$ cat config.mk
export PLATFORM = sky130hd
export DESIGN_NAME = hid_report_packetizer_top
export DESIGN_NICKNAME = d
export VERILOG_FILES = /design/src/design/hrp_pkg.sv /design/src/design/hrp_cmd_fifo.sv /design/src/design/hrp_front.sv /design/src/design/hrp_back.sv /design/src/design/hid_report_packetizer_top.sv
export VERILOG_INCLUDE_DIRS = /design/src /design/src/design
export SDC_FILE = /design/constraint.sdc
export NUM_CORES = 1
export LEC_CHECK = 0
export ABC_AREA = 0
export BUFFER_PORTS_ARGS = -buffer_cell sky130_fd_sc_hd__buf_2
export CORE_ASPECT_RATIO = 1.25
export CORE_MARGIN = 2
export CORE_UTILIZATION = 30
export DETAILED_ROUTE_END_ITERATION = 8
export HOLD_SLACK_MARGIN = 0.15
export MAX_ROUTING_LAYER = met4
export PLACE_DENSITY = 0.57
export SLEW_MARGIN = 20
export SYNTH_ARGS = -nofsm -noshare
export SYNTH_HDL_FRONTEND = slang
export SYNTH_SLANG_ARGS = --single-unit
$ cat constraint.sdc
create_clock -name aclk -period 3.1 [get_ports aclk]
set_input_delay 0.31 -clock aclk [delete_from_list [all_inputs] [get_ports aclk]]
set_output_delay 0.31 -clock aclk [all_outputs]
set_load 0.005 [all_outputs]
$ cat src/design/hid_report_packetizer_top_macros.svh
// Assertion macros for the HID report packetizer.
// Each expects aclk and aresetn in the scope of use.
`ifndef HID_REPORT_PACKETIZER_TOP_MACROS_SVH
`define HID_REPORT_PACKETIZER_TOP_MACROS_SVH

`ifndef SYNTHESIS

`define HRP_ASSERT_IMPLIES(lbl, ante, cons) \
    lbl: assert property (@(posedge aclk) disable iff (!aresetn) (ante) |-> (cons)) \
        else $error("%m: implication check failed");

`define HRP_ASSERT_NEXT(lbl, ante, cons) \
    lbl: assert property (@(posedge aclk) disable iff (!aresetn) (ante) |=> (cons)) \
        else $error("%m: next-cycle check failed");

`else

`define HRP_ASSERT_IMPLIES(lbl, ante, cons)

`define HRP_ASSERT_NEXT(lbl, ante, cons)

`endif

`endif

$ cat src/design/hrp_pkg.sv
`default_nettype none

package hrp_pkg;

    localparam int MAX_REPORT     = 64;
    localparam int MIN_REPORT     = 8;
    localparam int FIRST_OVERHEAD = 4;
    localparam int TAIL_BYTES     = 2;
    localparam int QUEUE_DEPTH    = 2;

    localparam int SIZE_W = 7;
    localparam int BYTE_W = 8;
    localparam int LEN_W  = 16;

    // One classified request handed from front to back.
    typedef struct packed {
        logic              is_start;
        logic [BYTE_W-1:0] pb;
        logic [LEN_W-1:0]  len;
        logic              last;
    } cmd_t;

endpackage

`default_nettype wire

$ cat src/design/hrp_cmd_fifo.sv
`default_nettype none

module hrp_cmd_fifo #(
    parameter int DEPTH = hrp_pkg::QUEUE_DEPTH
) (
    input  wire logic        aclk,
    input  wire logic        aresetn,
    input  wire logic        push,
    input  hrp_pkg::cmd_t    push_cmd,
    input  wire logic        pop,
    output hrp_pkg::cmd_t    head_cmd,
    output logic             full,
    output logic             empty
);
    import hrp_pkg::*;

    localparam int PTR_W = (DEPTH > 1) ? $clog2(DEPTH) : 1;
    localparam int CNT_W = $clog2(DEPTH + 1);

    cmd_t             mem_reg [DEPTH];
    logic [PTR_W-1:0] wr_ptr_reg, wr_ptr_next;
    logic [PTR_W-1:0] rd_ptr_reg, rd_ptr_next;
    logic [CNT_W-1:0] count_reg, count_next;

    logic do_push, do_pop;

    assign full     = (count_reg == CNT_W'(DEPTH));
    assign empty    = (count_reg == '0);
    assign do_push  = push && !full;
    assign do_pop   = pop && !empty;
    assign head_cmd = mem_reg[rd_ptr_reg];

    always_comb begin
        wr_ptr_next = wr_ptr_reg;
        rd_ptr_next = rd_ptr_reg;
        count_next  = count_reg;
        if (do_push) begin
            wr_ptr_next = (wr_ptr_reg == PTR_W'(DEPTH - 1)) ? '0 : wr_ptr_reg + PTR_W'(1);
        end
        if (do_pop) begin
            rd_ptr_next = (rd_ptr_reg == PTR_W'(DEPTH - 1)) ? '0 : rd_ptr_reg + PTR_W'(1);
        end
        if (do_push && !do_pop) begin
            count_next = count_reg + CNT_W'(1);
        end else if (do_pop && !do_push) begin
            count_next = count_reg - CNT_W'(1);
        end
    end

    always_ff @(posedge aclk) begin
        if (!aresetn) begin
            wr_ptr_reg <= '0;
            rd_ptr_reg <= '0;
            count_reg  <= '0;
        end else begin
            wr_ptr_reg <= wr_ptr_next;
            rd_ptr_reg <= rd_ptr_next;
            count_reg  <= count_next;
        end
    end

    always_ff @(posedge aclk) begin
        if (do_push) begin
            mem_reg[wr_ptr_reg] <= push_cmd;
        end
    end

endmodule

`default_nettype wire

$ cat src/design/hrp_front.sv
`default_nettype none

module hrp_front #(
    parameter int MAX_REPORT_P = hrp_pkg::MAX_REPORT
) (
    input  wire logic                       aclk,
    input  wire logic                       aresetn,
    input  wire logic                       cfg_wr_en,
    input  wire logic [hrp_pkg::SIZE_W-1:0] cfg_wr_data,
    input  wire logic                       in_valid,
    input  wire logic                       in_start,
    input  wire logic [hrp_pkg::BYTE_W-1:0] in_pb,
    input  wire logic [hrp_pkg::LEN_W-1:0]  in_len,
    input  wire logic                       queue_full,
    output logic                            in_ready,
    output logic                            push,
    output hrp_pkg::cmd_t                   push_cmd,
    output logic [hrp_pkg::SIZE_W-1:0]      limit
);
    import hrp_pkg::*;

    logic [SIZE_W-1:0] size_reg;
    logic [LEN_W-1:0]  rem_reg, rem_next;
    logic [SIZE_W-1:0] eff_size;
    logic              accept;

    assign in_ready = !queue_full;
    assign accept   = in_valid && in_ready;

    always_comb begin
        if (size_reg < SIZE_W'(MIN_REPORT)) begin
            eff_size = SIZE_W'(MIN_REPORT);
        end else if (size_reg > SIZE_W'(MAX_REPORT_P)) begin
            eff_size = SIZE_W'(MAX_REPORT_P);
        end else begin
            eff_size = size_reg;
        end
        limit = eff_size - SIZE_W'(TAIL_BYTES);
    end

    always_comb begin
        rem_next          = rem_reg;
        push              = 1'b0;
        push_cmd.is_start = in_start;
        push_cmd.pb       = in_pb;
        push_cmd.len      = in_len;
        push_cmd.last     = in_start ? (in_len <= LEN_W'(1)) : (rem_reg == LEN_W'(1));
        if (accept) begin
            if (in_start) begin
                push     = 1'b1;
                rem_next = (in_len == '0) ? '0 : in_len - LEN_W'(1);
            end else if (rem_reg != '0) begin
                push     = 1'b1;
                rem_next = rem_reg - LEN_W'(1);
            end
        end
    end

    always_ff @(posedge aclk) begin
        if (!aresetn) begin
            size_reg <= SIZE_W'(MAX_REPORT_P);
            rem_reg  <= '0;
        end else begin
            rem_reg <= rem_next;
            // size is frozen while a message is open
            if (cfg_wr_en && rem_reg == '0) begin
                size_reg <= cfg_wr_data;
            end
        end
    end

endmodule

`default_nettype wire

$ cat src/design/hrp_back.sv
`default_nettype none

`include "hid_report_packetizer_top_macros.svh"

module hrp_back (
    input  wire logic                       aclk,
    input  wire logic                       aresetn,
    input  wire logic                       q_empty,
    input  hrp_pkg::cmd_t                   q_cmd,
    input  wire logic [hrp_pkg::SIZE_W-1:0] limit,
    output logic                            pop,
    output logic                            out_valid,
    input  wire logic                       out_ready,
    output logic [hrp_pkg::BYTE_W-1:0]      out_data,
    output logic                            out_last,
    output logic                            out_msg_end
);
    import hrp_pkg::*;

    typedef enum logic [6:0] {
        ST_IDLE = 7'b0000001,
        ST_HI   = 7'b0000010,
        ST_LO   = 7'b0000100,
        ST_PB   = 7'b0001000,
        ST_PAD  = 7'b0010000,
        ST_CHK  = 7'b0100000,
        ST_ZERO = 7'b1000000
    } state_t;

    state_t            state_reg, state_next;
    cmd_t              cmd_reg, cmd_next;
    logic [SIZE_W-1:0] pos_reg, pos_next;
    logic [BYTE_W-1:0] acc_reg, acc_next;
    logic              out_valid_reg, out_valid_next;
    logic [BYTE_W-1:0] out_data_reg, out_data_next;
    logic              out_last_reg, out_last_next;
    logic              out_msg_reg, out_msg_next;

    logic              load;
    logic              emit;
    logic              is_data;
    logic [BYTE_W-1:0] eb;
    logic              elast;
    logic              emsg;
    logic [SIZE_W-1:0] pos_inc;
    logic              closing;

    function automatic state_t after_data(input logic last, input logic [SIZE_W-1:0] pos1,
                                          input logic [SIZE_W-1:0] lim);
        state_t s;
        if (last && pos1 < lim) begin
            s = ST_PAD;
        end else if (pos1 >= lim) begin
            s = ST_CHK;
        end else begin
            s = ST_IDLE;
        end
        return s;
    endfunction

    assign load    = !out_valid_reg || out_ready;
    assign pos_inc = pos_reg + SIZE_W'(1);
    assign closing = (state_reg == ST_ZERO) && load;

    always_comb begin
        state_next = state_reg;
        cmd_next   = cmd_reg;
        pos_next   = pos_reg;
        acc_next   = acc_reg;
        pop        = 1'b0;
        emit       = 1'b0;
        is_data    = 1'b0;
        eb         = '0;
        elast      = 1'b0;
        emsg       = 1'b0;
        unique case (state_reg)
            ST_IDLE: begin
                if (!q_empty) begin
                    pop      = 1'b1;
                    cmd_next = q_cmd;
                    if (q_cmd.is_start) begin
                        pos_next   = '0;
                        acc_next   = '0;
                        state_next = ST_HI;
                    end else begin
                        state_next = ST_PB;
                    end
                end
            end
            ST_HI: begin
                if (load) begin
                    emit       = 1'b1;
                    is_data    = 1'b1;
                    eb         = cmd_reg.len[15:8];
                    state_next = ST_LO;
                end
            end
            ST_LO: begin
                if (load) begin
                    emit       = 1'b1;
                    is_data    = 1'b1;
                    eb         = cmd_reg.len[7:0];
                    state_next = (cmd_reg.len == '0) ?
                                 after_data(cmd_reg.last, pos_inc, limit) : ST_PB;
                end
            end
            ST_PB: begin
                if (load) begin
                    emit       = 1'b1;
                    is_data    = 1'b1;
                    eb         = cmd_reg.pb;
                    state_next = after_data(cmd_reg.last, pos_inc, limit);
                end
            end
            ST_PAD: begin
                if (load) begin
                    emit       = 1'b1;
                    is_data    = 1'b1;
                    state_next = after_data(cmd_reg.last, pos_inc, limit);
                end
            end
            ST_CHK: begin
                if (load) begin
                    emit       = 1'b1;
                    eb         = acc_reg;
                    state_next = ST_ZERO;
                end
            end
            ST_ZERO: begin
                if (load) begin
                    emit       = 1'b1;
                    elast      = 1'b1;
                    emsg       = cmd_reg.last;
                    pos_next   = '0;
                    acc_next   = '0;
                    state_next = ST_IDLE;
                end
            end
            default: begin
                state_next = ST_IDLE;
            end
        endcase
        if (emit && is_data) begin
            acc_next = acc_reg ^ eb;
            pos_next = pos_inc;
        end
    end

    always_comb begin
        out_valid_next = out_valid_reg;
        out_data_next  = out_data_reg;
        out_last_next  = out_last_reg;
        out_msg_next   = out_msg_reg;
        if (load) begin
            out_valid_next = emit;
            out_data_next  = eb;
            out_last_next  = elast;
            out_msg_next   = emsg;
        end
    end

    always_ff @(posedge aclk) begin
        if (!aresetn) begin
            state_reg     <= ST_IDLE;
            pos_reg       <= '0;
            acc_reg       <= '0;
            out_valid_reg <= 1'b0;
        end else begin
            state_reg     <= state_next;
            pos_reg       <= pos_next;
            acc_reg       <= acc_next;
            out_valid_reg <= out_valid_next;
        end
    end

    always_ff @(posedge aclk) begin
        cmd_reg      <= cmd_next;
        out_data_reg <= out_data_next;
        out_last_reg <= out_last_next;
        out_msg_reg  <= out_msg_next;
    end

    assign out_valid   = out_valid_reg;
    assign out_data    = out_data_reg;
    assign out_last    = out_last_reg;
    assign out_msg_end = out_msg_reg;

    `HRP_ASSERT_IMPLIES(a_msg_end_closes_report, out_valid_reg && out_msg_reg, out_last_reg)
    `HRP_ASSERT_IMPLIES(a_closing_byte_zero, out_valid_reg && out_last_reg, out_data_reg == '0)
    `HRP_ASSERT_NEXT(a_close_clears, closing, state_reg == ST_IDLE && pos_reg == '0 && acc_reg == '0)

endmodule

`default_nettype wire

$ cat src/design/hid_report_packetizer_top.sv
`default_nettype none

// HID report packetizer. Messages arrive one byte per request; the first request of a
// message carries its length and tuser=1. Each message leaves as P-byte reports, one byte
// per request: the first report opens with the big-endian length, byte P-2 of each report
// is the XOR of the bytes before it, byte P-1 is zero and has tlast; tuser marks the last
// report. The front side takes one request per cycle while the queue is not full into a
// two-entry command queue; the back sequencer fetches a command, then emits its bytes: a
// payload request gives its byte, a start the two length bytes and then its payload byte
// (only the length bytes if empty); a request that closes a report adds the XOR and zero
// bytes, and the last of a message pads with zeros first. m_tready low stalls the output.
// report_size is clamped to 8..MAX_REPORT_P and a write is dropped while a message is open.
module hid_report_packetizer_top #(
    parameter int MAX_REPORT_P  = hrp_pkg::MAX_REPORT,
    parameter int QUEUE_DEPTH_P = hrp_pkg::QUEUE_DEPTH
) (
    input  wire logic                       aclk,
    input  wire logic                       aresetn,
    input  wire logic                       cfg_wr_en,
    input  wire logic [hrp_pkg::SIZE_W-1:0] cfg_wr_data,   // report_size
    input  wire logic                       s_tvalid,
    output logic                            s_tready,
    input  wire logic [23:0]                s_tdata,       // payload_byte, message_length
    input  wire logic                       s_tuser,       // message_start
    output logic                            m_tvalid,
    input  wire logic                       m_tready,
    output logic [7:0]                      m_tdata,       // report_byte
    output logic                            m_tlast,       // report_end
    output logic                            m_tuser        // message_end
);
    import hrp_pkg::*;

    cmd_t              push_cmd, head_cmd;
    logic              push, pop, q_full, q_empty;
    logic [SIZE_W-1:0] limit;

    hrp_front #(
        .MAX_REPORT_P(MAX_REPORT_P)
    ) u_front (
        .aclk       (aclk),
        .aresetn    (aresetn),
        .cfg_wr_en  (cfg_wr_en),
        .cfg_wr_data(cfg_wr_data),
        .in_valid   (s_tvalid),
        .in_start   (s_tuser),
        .in_pb      (s_tdata[7:0]),
        .in_len     (s_tdata[23:8]),
        .queue_full (q_full),
        .in_ready   (s_tready),
        .push       (push),
        .push_cmd   (push_cmd),
        .limit      (limit)
    );

    hrp_cmd_fifo #(
        .DEPTH(QUEUE_DEPTH_P)
    ) u_queue (
        .aclk    (aclk),
        .aresetn (aresetn),
        .push    (push),
        .push_cmd(push_cmd),
        .pop     (pop),
        .head_cmd(head_cmd),
        .full    (q_full),
        .empty   (q_empty)
    );

    hrp_back u_back (
        .aclk       (aclk),
        .aresetn    (aresetn),
        .q_empty    (q_empty),
        .q_cmd      (head_cmd),
        .limit      (limit),
        .pop        (pop),
        .out_valid  (m_tvalid),
        .out_ready  (m_tready),
        .out_data   (m_tdata),
        .out_last   (m_tlast),
        .out_msg_end(m_tuser)
    );

endmodule

`default_nettype wire
======== Yosys cells after proc, flatten, opt, wreduce, memory -nomap -nowiden ========
Memories as Yosys holds them, arrays and structs flattened. A register that Yosys moved wholly into a read port is not among the register bits.
Cells that the tools add are included.
word-level totals
  bits in writable memories ............... 52
  output and inout port bits .............. 12
  bits in registers ....................... 85
  word-level logic and storage cells ...... 127
  memories ................................ 1
memory list
  name             words  bits a word  rd ports  clocked after memory_dff  write ports  line                text
  u_queue.mem_reg  2      26           1         1                         1            hrp_cmd_fifo.sv:20  cmd_t mem_reg [DEPTH];
cells by class
  order comparisons ....................... 5
  equal/unequal tests ..................... 18
  bitwise operators ....................... 2
  add/subtract/negate cells ............... 8
  reduce and logical (&&, ||, !) cells .... 29
  mux-type cells .......................... 49
operators by type and width
  operator                                                         count
  2-to-1 mux 7 bit                                                 12
  2-to-1 mux 8 bit                                                 8
  zero test 16 bit                                                 3
  2-to-1 mux 16 bit                                                3
  one-hot mux 7 bit (6 select lines)                               1
  one-hot mux 8 bit (4 select lines)                               1
  subtractor 16 x 1 -> 16 bit, second input constant               2
  2-to-1 mux 6 bit                                                 3
  == test 16 x 1 -> 1 bit, second input constant                   1
  less-or-equal comparator 16 x 1 -> 1 bit, second input constant  1
  2-to-1 mux 1 bit                                                 16
  one-hot mux 8 bit (2 select lines)                               1
  nonzero test 16 bit                                              1
  one-hot mux 7 bit (2 select lines)                               1
  != test 2 x 1 -> 1 bit, second input constant                    5
  logical AND 1 bit                                                8
  bitwise XOR 8 bit                                                1
  adder 7 x 1 -> 7 bit, second input constant                      1
  == test 7 x 1 -> 1 bit, second input constant                    1
  == test 7 x 2 -> 1 bit, second input constant                    1
  == test 7 x 3 -> 1 bit, second input constant                    1
  == test 7 x 4 -> 1 bit, second input constant                    1
  == test 7 x 5 -> 1 bit, second input constant                    1
  == test 7 x 6 -> 1 bit, second input constant                    1
  other kinds (28)                                                 36

======== Depth between registers and ports, before layout ========
  depth in word-level cells ............... 10
  mapped depth ............................ 15
  depth with buffers taken out ............ 15

======== By module ========
From an unflattened synthesis, not the netlist that was laid out.
unflattened totals
  cell total of the unflattened synthesis .. 627
  area, all modules ....................... 7050.5 um^2
modules (own cells, without submodules)
  module        times used  cells each  area an instance (um^2)
  hrp_back      1           267         3010.4
  hrp_cmd_fifo  1           106         2108.3
  hrp_front     1           254         1931.9

======== Worst setup path after synthesis ========
OpenSTA, ideal clock, no wires.
  path kind ............................... reg-to-reg
  from .................................... reg u_front.rem_reg[0]
  to ...................................... mem u_queue.mem_reg[0][0] (netlist bit) (enable)
  data arrival time ....................... 2406 ps
  cell stages (with the launch flop) ...... 8
  setup time .............................. 409 ps
  path slack .............................. 285 ps
  required time ........................... 2691 ps
  cells stage by stage .................... dfxtp_1 -> inv_1 -> ha_1 -> nor3b_1 -> nand2_1 -> o21ai_2 -> clkbuf_1 -> nor2_1
on the way
  word-level cells in the longest chain between the ends .. 7
ends and longest elaborated chain
  element                                 line                text
  from (decl)                             hrp_front.sv:23     logic [LEN_W-1:0] rem_reg, rem_next;
  from (signal assigned)                  hrp_front.sv:64     rem_reg <= rem_next;
  nonzero test 16 bit                     hrp_front.sv:52     end else if (rem_reg != '0) begin
  2-to-1 mux 1 bit                        hrp_front.sv:52
  2-to-1 mux 1 bit                        hrp_front.sv:49     if (in_start) begin
  2-to-1 mux 1 bit                        hrp_front.sv:48     if (accept) begin
  logical AND 1 bit                       hrp_cmd_fifo.sv:29  assign do_push = push && !full;
  2-to-1 mux 1 bit                        hrp_cmd_fifo.sv:63  if (do_push) begin
  2-to-1 mux 1 bit (not written as such)  hrp_cmd_fifo.sv:64  mem_reg[wr_ptr_reg] <= push_cmd;
  to (decl)                               hrp_cmd_fifo.sv:20
Every way passes these cells.

======== Worst setup path after layout ========
  from .................................... reg u_front.size_reg[4]
  to ...................................... reg u_back.state_reg[0]
on the way
  word-level cells in the longest chain between the ends .. 10
ends and longest elaborated chain
  element                                                                          line                            text
  from (decl)                                                                      hrp_front.sv:22                 logic [SIZE_W-1:0] size_reg;
  from (signal assigned)                                                           hrp_front.sv:61                 size_reg <= SIZE_W'(MAX_REPORT_P);
  from (signal assigned)                                                           hrp_front.sv:67                 size_reg <= cfg_wr_data;
  greater-than comparator 7 bit                                                    hrp_front.sv:33                 end else if (size_reg > SIZE_W'(MAX_REPORT_P)) begin
  2-to-1 mux 7 bit                                                                 hrp_front.sv:33
  2-to-1 mux 7 bit *                                                               hrp_front.sv:31                 if (size_reg < SIZE_W'(MIN_REPORT)) begin
  subtractor 7 x 2 -> 7 bit *                                                      hrp_front.sv:38                 limit = eff_size - SIZE_W'(TAIL_BYTES);
  greater-or-equal comparator 7 bit or less-than comparator 7 bit (tied branches)  hrp_back.sv:53, hrp_back.sv:51
  2-to-1 mux 6 bit or logical AND 1 bit (tied branches)                            hrp_back.sv:53, hrp_back.sv:51
  2-to-1 mux 6 bit *                                                               hrp_back.sv:51                  if (last && pos1 < lim) begin
  2-to-1 mux 6 bit                                                                 hrp_back.sv:103                 state_next = (cmd_reg.len == '0) ?
  2-to-1 mux 7 bit                                                                 hrp_back.sv:99                  if (load) begin
  one-hot mux 7 bit (6 select lines) *                                             hrp_back.sv:76                  unique case (state_reg)
  to (signal assigned)                                                             hrp_back.sv:169                 state_reg <= state_next;
  to (decl)                                                                        hrp_back.sv:30                  state_t state_reg, state_next;
Every way passes the cells marked *; elsewhere a longest branch is shown, timed or not. The select of a mux whose other input is x is not followed.
A chain may end at the register's enable or synchronous reset.

==> flow_summary.toml <==
[clock_tree]
cts_max_path_buffers = 2
cts.clk_slew.worst_paths_ns = 0.06
cts_tree = "done"
postCtsSetupBuffers = 0
cts.sinks = 138
cts_hold_buffers = 21
root_buffer = "clkbuf_16"
cts_buffers = 17
clock_latency_ns = 0.41
htreeDepth = 4
postCtsResizedCells = 0

[pwr]
ir_drop_uv = 504
leakage_nw = 2.87
switchingPower_w = 0.00177
p_sw_share_pct = 30.2
combPwrFrac_pct = 23.6
powerDensity_nw_per_um2 = 739
p_int_w = 0.00408
p_seq_share_pct = 45.1
pwr-share-clk_pct = 31.3

[final_layout]
final_area_um2 = 7910
diodes = 0
largest_register_ffs = 52
drive_above_1_share_pct = 18.2
finalCoreUtilization_pct = 36.7
n_fill_cell = 2122
syn_to_final_growth_pct = 20.1
fin_cells = 977
layout.nets = 738

[sta]
fin_worst_skew_ns = 0.00635
grt_setup_unrepaired = "no"
fmax_mhz = 370
setup_viol_count_final = 0
tns_ns = 0
hold_slack_ns = 0.168
tightest_slew_ns = 0.713
period_needed_ns = 2.70
maxSlewHeadroom_pct = 52.3
drv_slew = 0
finalHoldViolations = 0
finalCritPeriodShare_pct = 87.1

[worst_setup_path]
arrival_ns = 3.03
critical_path_class = "reg -> reg"
crit_chain = "nor3_1 -> nor2_1 -> nand2_1 -> ha_1 -> ha_1 -> a21oi_1 -> o21ai_0 -> a31o_2 -> a2111oi_0 -> a221oi_1 -> o21ai_0"
slowest_stage = "a2111oi_0"
crit_fanout = 6
max_stage_delay_ns = 0.42
endpoint_kind = "flip-flop"
start_kind = "flip-flop"
crit_required_ns = 3.43

[route]
antenna_left = 0
viasPerCell = 4.92
vias = 4810
post_drt_wl_per_cell_um = 15.1
wl_mm = 14.8
first_pass_iters = 5
drc_errors = 0
drtIter0Drc = 257

[synth]
muxShareOfSynthArea_pct = 6.27
netlist_instances = 609
synth_top_family_by_area = "simple AND/OR/NAND/NOR gates"
synth-seq-area-share_pct = 55.2
synth.distinct_cells = 62
syn-num-nets = 661
async_flop_share_pct = 0
synth_area_um2 = 6580
synth-edff-count = 87
synth_ff_type = "edfxtp_1"
synth_area_per_cell_um2 = 10.8
synth_xor_xnor_area_share_pct = 3.33
synth_seq_cells = 138
synthAdderAreaFrac_pct = 2.85
yosys.area_share.simple_pct = 16.8
synth.yosys.warnings = 0
synth-compound-area-share_pct = 12.5

[job]
cap_violations = 0

[placed_design]
dpl-instance-area_um2 = 7160
hpwlAfterDp_mm = 10.6
routabilityCongestion = 0.867
port_buffers = 48
place_inst = 925

[grt]
grt_first_pass_wirelength_mm = 24.3
antenna_found_initial = 0
grt_use_total_pct = 13.8
grt_max_degree = 33
overflow = 0
grt_pass1_vias = 4733

[die]
fp-row-count = 60
die_w_um = 136
io-pin-count = 49
dieArea_um2 = 23100
core_um2 = 21500
die_h_um = 170
start_util_pct = 30.5

[hold_path]
hold_path_class = "in -> reg"

[run_status]
status = "finished clean"
-- critical path: cells and delay by family (launching register included) --
family                   cells  cell delay [ns]
AND/OR/NAND/NOR              3             0.33
AO/OA/AOI/OAI                6             1.25
flip-flops                   1             0.41
adder cells (fa/ha/maj)      2             0.63
-- cells in the mapped netlist, types with 6 or more instances --
master,count,area [µm²]
o31ai_1,7,52.6
and2_1,6,37.5
o21ai_0,23,115
mux2i_1,12,120
a22o_1,7,61.3
nand2_1,66,248
xnor2_1,15,131
nor2_1,69,259
and3_1,7,43.8
inv_1,13,48.8
nand4_1,6,37.5
nand3_1,14,70.1
a31oi_1,6,37.5
a21oi_1,27,135
clkbuf_1,16,60.1
ha_1,15,188
o22ai_1,6,37.5
dfxtp_1,51,1020
edfxtp_1,87,2610
o21ai_1,7,35.0
nor4_1,10,62.6
mux2_2,26,293
o211ai_1,11,82.6
xor2_1,10,87.6
nor3_1,16,80.1
a22oi_1,6,45.0
-- worst paths after layout --
kind                        from                      to  slack (ns)  cells past startpoint
min reg2reg  u_front.size_reg[0]     u_front.size_reg[0]        0.49                      2
max          u_front.size_reg[4]     u_back.state_reg[0]        0.40                     11
max reg2reg  u_front.size_reg[4]     u_back.state_reg[0]        0.40                     11
min                  s_tdata[17]  u_queue.mem_reg[0][10]        0.17                      1
-- routing by layer --
layer	GRT usage, %	vias to the layer above	wire length (µm)
met3	2.51	16	517
met2	22.7	97	7460
li1	-	2427	-
met1	16.6	2270	6560
met4	5.30	0	266
met5	-	-	0
-- final cells by class --
cell class              instances  area, µm²  area share (%)
inverters                      14       52.6           0.665
multi-input cells             428       2750            34.8
clock inverters                13        104            1.31
flip-flops and latches        138       3630            46.0
well taps                     279        349            4.42
clock buffers                  18        429            5.43
repair buffers                 87        586            7.41
-- cell families after synthesis --
logic type / count (synthesis)
AO/OA/AOI/OAI: 125
XOR/XNOR: 25
adder cells (fa/ha/maj): 15
buffers and inverters: 43
flip-flops: 138
multiplexers: 38
other: 1
AND/OR/NAND/NOR: 224
-- stage by stage --
stage | setup WS (ns) | total power, W
after global routing | 0.0316 | 0.00616
after CTS | 0.378 | 0.00590
final | 0.399 | 0.00584
after floorplan | 0.285 | 0.00362
after detailed placement | 0.375 | 0.00404
after global placement | 0.500 | 0.00404
-- power groups by stage --
| stage | Combinational (W) | Sequential [W] | Clock, W |
|---|---|---|---|
| finish | 0.00138 | 0.00264 | 0.00183 |
| global route | 0.00154 | 0.00268 | 0.00194 |
| CTS | 0.00139 | 0.00264 | 0.00187 |
| detailed placement | 0.00137 | 0.00267 | 0 |
| global placement | 0.00137 | 0.00267 | 0 |
| floorplan | 0.00104 | 0.00258 | 0 |
-- cells in the final DEF, fill, tap and decap left out, types with 4 or more instances in the layout --
master	synthesis	routed
nor3_1	16	16
a31oi_1	6	6
a22o_1	7	7
nand2_1	66	66
and3_1	7	7
and4_1	4	4
xor2_1	10	10
o21ai_0	23	23
ha_1	15	15
a22oi_1	6	6
dlygate4sd3_1	0	21
and2_1	6	6
nor4_1	10	10
clkbuf_16	0	17
nand4_1	6	6
dfxtp_1	51	51
edfxtp_1	87	87
inv_1	13	13
nand3_1	14	14
mux2i_1	12	12
o31ai_1	7	7
xnor2_1	15	15
o22ai_1	6	6
o21ai_1	7	7
a21oi_1	27	27
nor2_1	69	68
mux2_2	26	26
or4_1	4	4
buf_2	5	48
buf_4	0	18
o211ai_1	11	11
a2bb2oi_1	5	5
clkinv_1	0	5
(Power assumes the default switching activity.)
